--- src/hw/rtl/ddc_ram.sv ---
// Generic single-write, single-read RAM with a registered read port.
// No dependencies.
module ddc_ram #(
  parameter int W = 8,
  parameter int D = 32
) (
  input  logic                 clk,
  input  logic                 we,
  input  logic [$clog2(D)-1:0] waddr,
  input  logic [W-1:0]         wdata,
  input  logic [$clog2(D)-1:0] raddr,
  output logic [W-1:0]         rdata
);

  logic [W-1:0] mem [D];

  // Write port and registered read port.
  always_ff @(posedge clk) begin
    if (we) begin
      mem[waddr] <= wdata;
    end
    rdata <= mem[raddr];
  end

endmodule

--- config.mk ---
export PLATFORM = sky130hd
export DESIGN_NAME = ddc_ram
export DESIGN_NICKNAME = d
export VERILOG_FILES = /design/src/hw/rtl/ddc_ram.sv
export SDC_FILE = /design/constraint.sdc
export NUM_CORES = 1
export LEC_CHECK = 0
export BUFFER_PORTS_ARGS = -buffer_cell sky130_fd_sc_hd__buf_2
export CAP_MARGIN = 15
export CELL_PAD_IN_SITES_DETAIL_PLACEMENT = 0
export CELL_PAD_IN_SITES_GLOBAL_PLACEMENT = 1
export CORE_MARGIN = 2
export CORE_UTILIZATION = 55
export CTS_CLUSTER_SIZE = 20
export DETAILED_ROUTE_END_ITERATION = 10
export HOLD_SLACK_MARGIN = 0.03
export PLACE_DENSITY = 0.75
export SLEW_MARGIN = 20
export SYNTH_ARGS = -nofsm -noshare
export SYNTH_HDL_FRONTEND = slang
export SYNTH_SLANG_ARGS = --single-unit
--- constraint.sdc ---
create_clock -name clk -period 2.95 [get_ports clk]
set_input_delay 0.885 -clock clk [delete_from_list [all_inputs] [get_ports clk]]
set_output_delay 0.885 -clock clk [all_outputs]
set_load 0.01 [all_outputs]
======== Word level (Yosys, flattened, before mapping) ========
Memories as Yosys holds them, arrays and structs flattened. A register that Yosys moved wholly into a read port is not among the register bits.
Cells that the tools add are included.
Widths: inputs -> output; s select.
word-level totals
  register bits ........................... 0
  word-level logic and storage cells ...... 3
  input bits .............................. 20
  memories kept ........................... 1
  bits in writable memories ............... 256
operators by class
  multiplexer cells ....................... 2
memory list
  memory  depth  width  rd ports  clocked after memory_dff  write ports  line  source
  mem     32     8      1         1                         1            15    logic [W-1:0] mem [D];
operators by type and width
  cell    count
  $mux 1  2

======== Logic depth before layout (Yosys ltp) ========
Gate-level depths: netlist of run 1.
  depth in word-level cells ............... 2
  mapped depth ............................ 5
  mapped depth without buffers ............ 3

======== Worst setup path after synthesis of run 1 ========
Ideal clock, no wire load.
  path kind ............................... input to register
  from .................................... input port raddr[2]
  to ...................................... register rdata[0], read port of mem
  stages on the path ...................... 5
  data required time ...................... 2.829 ns
  path slack .............................. 0.263 ns
  library setup time ...................... 0.121 ns
  data arrival time ....................... 2.567 ns
  path through ............................ clkbuf_1 > clkbuf_1 > mux4_2 > mux4_2 > mux2_2
RTL lines
  what         line  source
  from (decl)  11    input logic [$clog2(D)-1:0] raddr,
  to (decl)    12    output logic [W-1:0] rdata

==> results.py, run 1 <==
metrics = {
    "cts": {
        "clock_tree.htree_level_count": 1,
        "cts_setup_buffers": 0,
        "ctsRootBufferMaster": "clkbuf_16",
        "cts-hold-fix-buffers": 0,
        "cts_made_buffers": 26,
        "clk_latency_ns": 0.52,
        "cts_tree": "built",
        "path_clk_slew_ns": 0.06,
        "cts_buffer_depth": 3,
        "post_cts_resized": 0,
        "clock-sinks": 264,
    },
    "grt": {
        "grt_max_degree": 46,
        "overflow": 0,
        "grt_pass1_vias": 4605,
        "antenna_found_initial": 0,
        "grt_pass1_wl_um": 30500,
        "grt_use_total_pct": 21.7,
    },
    "worst_hold_path": {
        "holdPathEnd": "rdata[7]",
        "hp-class": "in -> reg",
        "hp-start": "raddr[3]",
        "whs_path_depth": 2,
    },
    "timing": {
        "rsz0062_at_grt": "no",
        "final_max_slew_viol_count": 0,
        "finClkSkew_ns": 0.0105,
        "finalCriticalPeriod_ns": 2.32,
        "max_freq_mhz": 431,
        "fin_tns_setup_ns": 0,
        "tightest_slew_ns": 0.638,
        "fin_crit_sh_pct": 78.7,
        "hold_violations": 0,
        "slew_headroom_pct": 57.5,
        "fin_hold_ws_ns": 0.838,
        "setup_viol": 0,
    },
    "layout": {
        "antenna_cells": 0,
        "fin_nets": 511,
        "drive_gt1_share_pct": 37.9,
        "syn2layout_area_growth_pct": 14.5,
    },
    "routing": {
        "drtIter0Drc": 526,
        "viasPerCell": 6.20,
        "ant_nets": 0,
        "dr.pass1.iters": 5,
        "routed_wl_um": 20400,
        "drc": 0,
        "wl_per_cell_um": 27.6,
        "vias": 4572,
    },
    "synth": {
        "synth_common_cells": "edfxtp_1 (256), mux4_2 (80), nor2_1 (33), dfxtp_1 (8), mux2_2 (8)",
        "synth_edf_count": 256,
        "synth_top_area_share_pct": 76.5,
        "synth_area_leaders": "edfxtp_1 (76%), mux4_2 (18%), dfxtp_1 (1.6%)",
        "synth_area_um2": 10100,
        "ys_seq_area_share_pct": 78.1,
        "async_flop_share_pct": 0,
        "ys.flop_type": "edfxtp_1",
        "ys_warn_count": 0,
        "syn_nets": 437,
        "syn_inst": 417,
        "ys_types": 15,
        "synth_most_common_cell": "edfxtp_1",
        "avgSynthCellArea_um2": 24.1,
        "ys_seq_elements": 264,
        "yosys.area.top_type": "edfxtp_1",
    },
    "setup_path": {
        "crit_fanout": 29,
        "ff2ff_setup_slack_ns": 1.11,
        "crit_type": "in -> reg",
        "cp_common_cell": "mux4_2",
        "crit_slowest_cell": "mux4_2",
        "crit_path_start_kind": "primary input",
        "crit_path_start": "raddr[0]",
        "r2r_cells": 3,
        "r2r-end": "rdata[6]",
        "critPathTopFamily": "multiplexers",
        "cp_cell_sequence": "buf_4, buf_12, mux4_2, mux4_2, mux2_2",
        "path_buf_inv": 2,
        "crit_path_end_kind": "register",
        "r2r-start": "mem[12][6]",
        "cp.arrival_ns": 2.72,
        "slowest_delay_ns": 0.59,
        "required_ns": 3.35,
    },
    "floorplan": {
        "num_rows": 49,
        "die-area_um2": 19400,
        "initial_core_util_pct": 56.0,
        "io_pins": 28,
        "die-height_um": 139,
        "fp.dieW_um": 139,
        "fp.coreArea_um2": 18000,
    },
    "placement": {
        "dpl.hpwl_um": 12500,
        "gp_congestion": 0.743,
        "port_buffers": 27,
    },
    "run": {
        "max_cap_viol_count": 0,
    },
    "outcome": {
        "outcome": "finished, final reports clean",
    },
    "power": {
        "vdd_drop_max_uv": 556,
        "leakagePower_uw": 0.00369,
        "power_density_nw_per_um2": 664,
    },
}
[kinds of logic after synthesis]
group,synth area share [%]
flops,78.1
mux,18.8
simple gates,2.07
buf+inv,1.06
[cells in the final DEF, fill, tap and decap left out]
cell type and n:
bufinv_16 1, nand2_1 1, buf_4 35, clkinvlp_4 2, nand3b_1 5, edfxtp_1 256, or3b_2 3, nand3_1 2
dfxtp_1 8, mux4_2 80, clkinv_2 6, clkinv_1 5, clkbuf_16 27, nor2_1 33, buf_2 26, or3_1 1
mux2_2 8, clkbuf_1 5, buf_12 5
[where the power goes]
part / switching (uW) / internal [uW] / total (uW)
Clock: 1300 / 1750 / 3050
Combinational: 221 / 181 / 402
Sequential: 18.7 / 4170 / 4190
Total: 1540 / 6100 / 7640
[worst max path at each step]
stage          endpoint  slack, ns  cells past startpoint
2_1_floorplan  rdata[0]       0.26                      5
3_3_place_gp   rdata[2]       0.11                      5
6_report       rdata[6]       0.63                      5
3_5_place_dp   rdata[6]       0.11                      5
5_1_grt        rdata[6]       0.61                      5
4_1_cts        rdata[6]       0.65                      5
[stage by stage]
| step | total power [uW] | area [um2] | setup slack (ns) | cells | util [%] |
|---|---|---|---|---|---|
| final | 7640 | 11500 | 0.630 | 738 | 64.1 |
| after global routing | 7850 | 11500 | 0.607 | 738 | 64.1 |
| after CTS | 7700 | 11500 | 0.646 | 738 | 64.1 |
| after detailed placement | 4680 | 10700 | 0.110 | 692 | 59.7 |
| after global placement | 4670 | 10700 | 0.111 | 692 | 59.7 |
| after floorplan | 4490 | 10100 | 0.263 | 417 | - |
[registers in the layout, indices dropped and copies added, names as in the netlist]
register / count
mem: 256
rdata: 8
[layout make-up]
class / count / area [um2]
fill: 1192 / 6450
sequential: 264 / 7850
timing repair buffer: 66 / 493
clock inverter: 14 / 93.8
multi-input combinational: 133 / 2100
clock buffer: 32 / 694
tap: 229 / 287
[metal layers]
layer | part of all wire (%) | wire [um] | global-route usage, % | vias up
li1 | - | - | - | 1927
met1 | 45 | 9090 | 34.9 | 2458
met2 | 48 | 9700 | 33.3 | 167
met3 | 6.8 | 1380 | 2.69 | 20
met4 | 1.1 | 227 | 4.25 | 0
met5 | 0 | 0 | 0 | -
[worst reg2reg max path, delay by kind of cell, from the launching register on]
family	cells	cell delay [ns]
mux	3	1.35
flops	1	0.38
Power figures use the tool's default switching activity.
==> run 2, diff against run 1 <==
- ABC_AREA: not set -> 1
- CORE_UTILIZATION: 55 -> 46
- PLACE_DENSITY: 0.75 -> 0.73
- clock period: 2.95 -> 1.9 ns (I/O delays scaled with it)
==> run 2 against run 1 <==
Global-route usage rose by 0.11 points; largest cell class unchanged; sequential share of layout area down 5.9 points; worst setup slack worse by 0.36 ns; worst hold slack worse by 0.45 ns; largest power group unchanged; flip-flop and latch count unchanged; register-to-register slack got worse by 0.36 ns.
==> results.py, run 2 <==
metrics = {
    "synth": {
        "synth_top_area_share_pct": 71.3,
        "ys_seq_area_share_pct": 72.8,
        "synth_most_common_cell": "nand2_1",
        "synth_common_cells": "nand2_1 (360), edfxtp_1 (256), nand3_1 (204), nor2_1 (32), buf_6 (24)",
        "ys_types": 12,
        "async_flop_share_pct": 0,
        "syn_inst": 922,
        "synth_edf_count": 256,
        "ys_seq_elements": 264,
        "synth_area_leaders": "edfxtp_1 (71%), nand2_1 (13%), nand3_1 (9.5%)",
        "yosys.area.top_type": "edfxtp_1",
        "syn_nets": 942,
        "ys_warn_count": 0,
        "avgSynthCellArea_um2": 11.7,
        "synth_area_um2": 10800,
        "ys.flop_type": "edfxtp_1",
    },
    "layout": {
        "layout_commonest_cell": "nand2_1",
        "fin_util_pct": 54.2,
        "layout_common_cells": "nand2_1 (360), edfxtp_1 (256), nand3_1 (204)",
        "reg_top3": "mem (256), rdata (8)",
        "fillerInstances": 2058,
        "largest_register": "mem",
        "antenna_cells": 0,
        "fin_area_um2": 12600,
        "fin_nets": 1023,
        "largest_reg_flops": 256,
        "syn2layout_area_growth_pct": 16.8,
        "drive_gt1_share_pct": 14.4,
    },
    "cts": {
        "clock-sinks": 264,
        "clk_latency_ns": 0.52,
        "ctsRootBufferMaster": "clkbuf_16",
        "cts_buffer_depth": 3,
        "cts-hold-fix-buffers": 0,
        "path_clk_slew_ns": 0.06,
        "clock_tree.htree_level_count": 1,
        "cts_setup_buffers": 0,
        "post_cts_resized": 0,
        "cts_made_buffers": 27,
        "cts_tree": "built",
    },
    "routing": {
        "drc": 0,
        "viasPerCell": 5.23,
        "wl_per_cell_um": 19.7,
        "dr.pass1.iters": 4,
        "ant_nets": 0,
        "drtIter0Drc": 566,
        "vias": 7017,
        "routed_wl_um": 26400,
    },
    "setup_path": {
        "cp.arrival_ns": 1.06,
        "crit_path_start_kind": "register",
        "crit_cells": 1,
        "crit_path_end_kind": "output pin",
        "r2r-end": "rdata[3]",
        "cp-endpoint": "rdata[6]",
        "critPathTopFamily": "flip-flops",
        "crit_path_start": "rdata[6]",
        "crit_fanout": 1,
        "path_buf_inv": 1,
        "r2r_cells": 8,
        "required_ns": 1.33,
        "cp_cell_sequence": "buf_2",
        "r2r-start": "mem[19][3]",
        "ff2ff_setup_slack_ns": 0.75,
        "slowest_delay_ns": 0.38,
        "crit_slowest_cell": "dfxtp_1",
        "crit_type": "reg -> out",
    },
    "timing": {
        "finClkSkew_ns": 0.00543,
        "setup_viol": 0,
        "fin_tns_setup_ns": 0,
        "hold_violations": 0,
        "setup_ws_ns": 0.272,
        "final_max_slew_viol_count": 0,
        "slew_headroom_pct": 55.3,
        "finalCriticalPeriod_ns": 1.63,
        "rsz0062_at_grt": "no",
        "tightest_slew_ns": 0.671,
        "fin_crit_sh_pct": 85.7,
        "max_freq_mhz": 614,
    },
    "floorplan": {
        "die-height_um": 157,
        "fp.coreArea_um2": 23300,
        "fp.dieW_um": 157,
        "die-area_um2": 24700,
        "num_rows": 56,
        "initial_core_util_pct": 46.4,
        "io_pins": 28,
    },
    "power": {
        "seqPwrFrac_pct": 50.2,
        "totalPowerFinal_uw": 12900,
        "power_frac_comb_pct": 6.6,
        "vdd_drop_max_uv": 723,
        "power_density_nw_per_um2": 1030,
        "p_clk_share_pct": 43.2,
        "p_int_uw": 10200,
        "power.switching_uw": 2720,
        "leakagePower_uw": 0.00480,
        "sw_frac_of_total_pct": 21.0,
    },
    "grt": {
        "grt_max_degree": 49,
        "grt_pass1_vias": 6757,
        "antenna_found_initial": 0,
        "overflow": 0,
        "grt_use_total_pct": 21.8,
        "grt_pass1_wl_um": 39900,
    },
    "placement": {
        "dpl.hpwl_um": 15900,
        "gp_congestion": 0.761,
        "place_ws_ns": 0.0379,
        "dpl_cell_area_um2": 11700,
        "port_buffers": 27,
    },
    "worst_hold_path": {
        "hp-class": "in -> reg",
    },
    "outcome": {
        "outcome": "finished, final reports clean",
    },
    "run": {
        "max_cap_viol_count": 0,
    },
}
## run 2: cell families after synthesis
| logic type | after synthesis | synth area share, % |
|---|---|---|
| buffers and inverters | 62 | 4.14 |
| and+or+nand+nor | 596 | 23.1 |
| DFF | 264 | 72.8 |
## run 2: worst min-delay path by stage
| stage | startpoint | to | slack (ns) | cells past startpoint |
|---|---|---|---|---|
| 2_1_floorplan | wdata[0] | mem[0][0] | 0.67 | 0 |
| 3_3_place_gp | mem[10][2] | rdata[2] | 0.73 | 8 |
| 3_5_place_dp | mem[10][2] | rdata[2] | 0.76 | 8 |
| 4_1_cts | raddr[4] | rdata[7] | 0.37 | 3 |
| 5_1_grt | raddr[4] | rdata[7] | 0.40 | 3 |
| 6_report | raddr[4] | rdata[7] | 0.39 | 3 |
## run 2: area by class of cell
| class | instances | area [um2] | share of cell area, % |
|---|---|---|---|
| tap | 319 | 399 | 3.17 |
| clock inverter | 9 | 170 | 1.35 |
| inverter | 10 | 40.0 | 0.318 |
| clock buffer | 40 | 774 | 6.15 |
| sequential | 264 | 7850 | 62.3 |
| timing repair buffer | 104 | 878 | 6.97 |
| multi-input combinational | 596 | 2490 | 19.8 |
## run 2: routing by layer
metal | share of wire (%) | wire, um | vias up | track usage (%)
met3 | 5.8 | 1540 | 40 | 2.67
met5 | 0 | 0 | - | 0
met2 | 48 | 12600 | 249 | 35.9
met1 | 44 | 11700 | 3368 | 30.8
met4 | 2.2 | 589 | 0 | 6.49
li1 | - | - | 3360 | -
## run 2: power by group through the flow
stage / registers (uW) / clock network (uW) / logic [uW]
floorplan: 6620 / 0 / 466
finish: 6500 / 5590 / 852
CTS: 6500 / 5650 / 858
detailed placement: 6630 / 0 / 854
global placement: 6620 / 0 / 849
global route: 6510 / 5880 / 943
## run 2: stage by stage
stage	instances	hold slack, ns
after global placement	1293	0.731
after global routing	1342	0.402
after floorplan	922	0.669
after CTS	1342	0.373
after detailed placement	1293	0.765
final	1342	0.390
==> run 3, diff against run 2 <==
- CORE_UTILIZATION: 46 -> 48
- CTS_BUF_LIST: not set -> sky130_fd_sc_hd__clkbuf_8
- PLACE_DENSITY: 0.73 -> 0.75
- SETUP_SLACK_MARGIN: not set -> 0.4
==> run 3 against run 2 <==
Clock skew increased by 0.019 ns; combinational power about the same; critical path depth unchanged; first-iteration DRC count decreased by 11%; sequential power about the same; via count decreased by 1.5%; critical path type unchanged; highest routed layer is now met5.
==> results.py, run 3 (synthesis gave the netlist of run 2 again) <==
metrics = {
    "setup_path": {
        "cp_cell_sequence": "buf_6",
        "slowest_delay_ns": 0.36,
        "r2r-end": "rdata[2]",
        "crit_path_end_kind": "output pin",
        "cp.arrival_ns": 1.01,
        "crit_path_start_kind": "register",
        "ff2ff_setup_slack_ns": 0.72,
        "crit_cells": 1,
        "r2r_cells": 8,
        "required_ns": 1.33,
        "path_buf_inv": 1,
        "crit_slowest_cell": "dfxtp_2",
        "crit_path_start": "rdata[3]",
        "critPathTopFamily": "flip-flops",
        "crit_type": "reg -> out",
        "cp-endpoint": "rdata[3]",
        "r2r-start": "mem[29][2]",
        "crit_fanout": 1,
    },
    "routing": {
        "wl_met2_um": 12200,
        "ant_nets": 0,
        "routed_wl_um": 24500,
        "drt-met1-wl_um": 10700,
        "vias": 6911,
        "dr_wl_met3_um": 1150,
        "dr.max_layer_used": "met5",
        "viasPerCell": 5.24,
        "dr.pass1.iters": 5,
        "wl_per_cell_um": 18.6,
        "drc": 0,
        "drtIter0Drc": 506,
    },
    "layout": {
        "fin_nets": 1031,
        "largest_register": "mem",
        "drive_gt1_share_pct": 15.0,
        "layout_commonest_cell": "nand2_1",
        "syn2layout_area_growth_pct": 14.9,
        "layout_common_cells": "nand2_1 (360), edfxtp_1 (256), nand3_1 (204)",
        "reg_top3": "mem (256), rdata (8)",
        "largest_reg_flops": 256,
        "antenna_cells": 0,
    },
    "floorplan": {
        "die-height_um": 154,
        "num_rows": 54,
        "fp.dieW_um": 154,
        "fp.coreArea_um2": 22000,
        "io_pins": 28,
        "die-area_um2": 23700,
        "initial_core_util_pct": 49.1,
    },
    "grt": {
        "antenna_found_initial": 1,
        "grt_pass1_vias": 6900,
        "grt_use_total_pct": 21.6,
        "grt_pass1_wl_um": 38500,
        "grt_max_degree": 65,
        "overflow": 0,
    },
    "worst_hold_path": {
        "whs_path_depth": 3,
        "hp-class": "in -> reg",
    },
    "run": {
        "max_cap_viol_count": 0,
    },
    "cts": {
        "cts_tree": "built",
        "clock-sinks": 264,
        "cts_made_buffers": 43,
        "cts_setup_buffers": 0,
        "clock_tree.htree_level_count": 2,
        "cts-hold-fix-buffers": 0,
        "cts_buffer_depth": 3,
        "path_clk_slew_ns": 0.06,
        "ctsRootBufferMaster": "clkbuf_8",
        "clk_latency_ns": 0.55,
    },
    "timing": {
        "setup_viol": 0,
        "fin_tns_setup_ns": 0,
        "max_freq_mhz": 632,
        "finalCriticalPeriod_ns": 1.58,
        "finClkSkew_ns": 0.0239,
        "slew_headroom_pct": 70.2,
        "final_max_slew_viol_count": 0,
        "hold_violations": 0,
        "fin_crit_sh_pct": 83.3,
        "rsz0062_at_grt": "yes",
        "tightest_slew_ns": 0.447,
    },
    "placement": {
        "dpl.hpwl_um": 15300,
        "port_buffers": 27,
        "gp_congestion": 0.793,
    },
    "outcome": {
        "outcome": "finished, final reports clean",
    },
    "power": {
        "vdd_drop_max_uv": 548,
        "leakagePower_uw": 0.00477,
        "power_density_nw_per_um2": 942,
        "totalPowerFinal_uw": 11700,
    },
}
run 3: cell count changes in the layout (fill, tap and decap cells not counted), sizes merged:
| cell | previous run | this run |
|---|---|---|
| bufinv | 5 | 0 |
| clkbuf | 40 | 47 |
| buf | 104 | 96 |
| inv | 10 | 28 |
| clkinv | 4 | 9 |
run 3: layout make-up:
cell class / instances / area, um2
Fill cell: 1843 / 9560
Sequential cell: 264 / 7860
Inverter: 10 / 40.0
Tap cell: 280 / 350
Timing Repair Buffer: 96 / 900
Multi-Input combinational cell: 596 / 2500
Clock buffer: 47 / 647
Clock inverter: 27 / 104
run 3: power by group:
| group | switching, uW | internal [uW] | leakage, uW |
|---|---|---|---|
| sequential | 32.4 | 6480 | 0.00237 |
| clock | 2070 | 2250 | 0.000453 |
| combinational | 560 | 294 | 0.00194 |
| total | 2660 | 9020 | 0.00477 |
run 3: routing by layer:
metal,GRT usage (%),up-vias
met5,0,-
met4,7.03,2
met3,3.69,51
met2,36.9,166
met1,28.3,3308
li1,-,3384
run 3: timing repair:
action,in CTS,in global routing
gates resized for setup,14,1
setup endpoints to repair,8,8
pin swaps,0,0
run 3: worst min path at each step:
stage / start / to / slack, ns
after floorplan: wdata[0] / mem[0][0] / 0.67
after global placement: mem[10][5] / rdata[5] / 0.74
after detailed placement: mem[10][5] / rdata[5] / 0.75
after CTS: raddr[4] / rdata[6] / 0.32
after global routing: raddr[4] / rdata[0] / 0.36
final: raddr[4] / rdata[6] / 0.35
run 3: metrics by stage:
stage	hold slack [ns]	worst slack (ns)	cells	instance area (um2)	util, %
2_1_floorplan	0.669	0.296	922	10800	-
3_3_place_gp	0.743	0.0643	1246	11600	52.8
3_5_place_dp	0.750	0.0607	1246	11600	52.8
4_1_cts	0.320	0.285	1320	12400	56.4
5_1_grt	0.358	0.287	1320	12400	56.5
6_report	0.354	0.318	1320	12400	56.5
run 3: worst min-delay path: stages:
cell,delay [ns]
buf_2,0.16
nand2_1,0.08
nand2_1,0.05
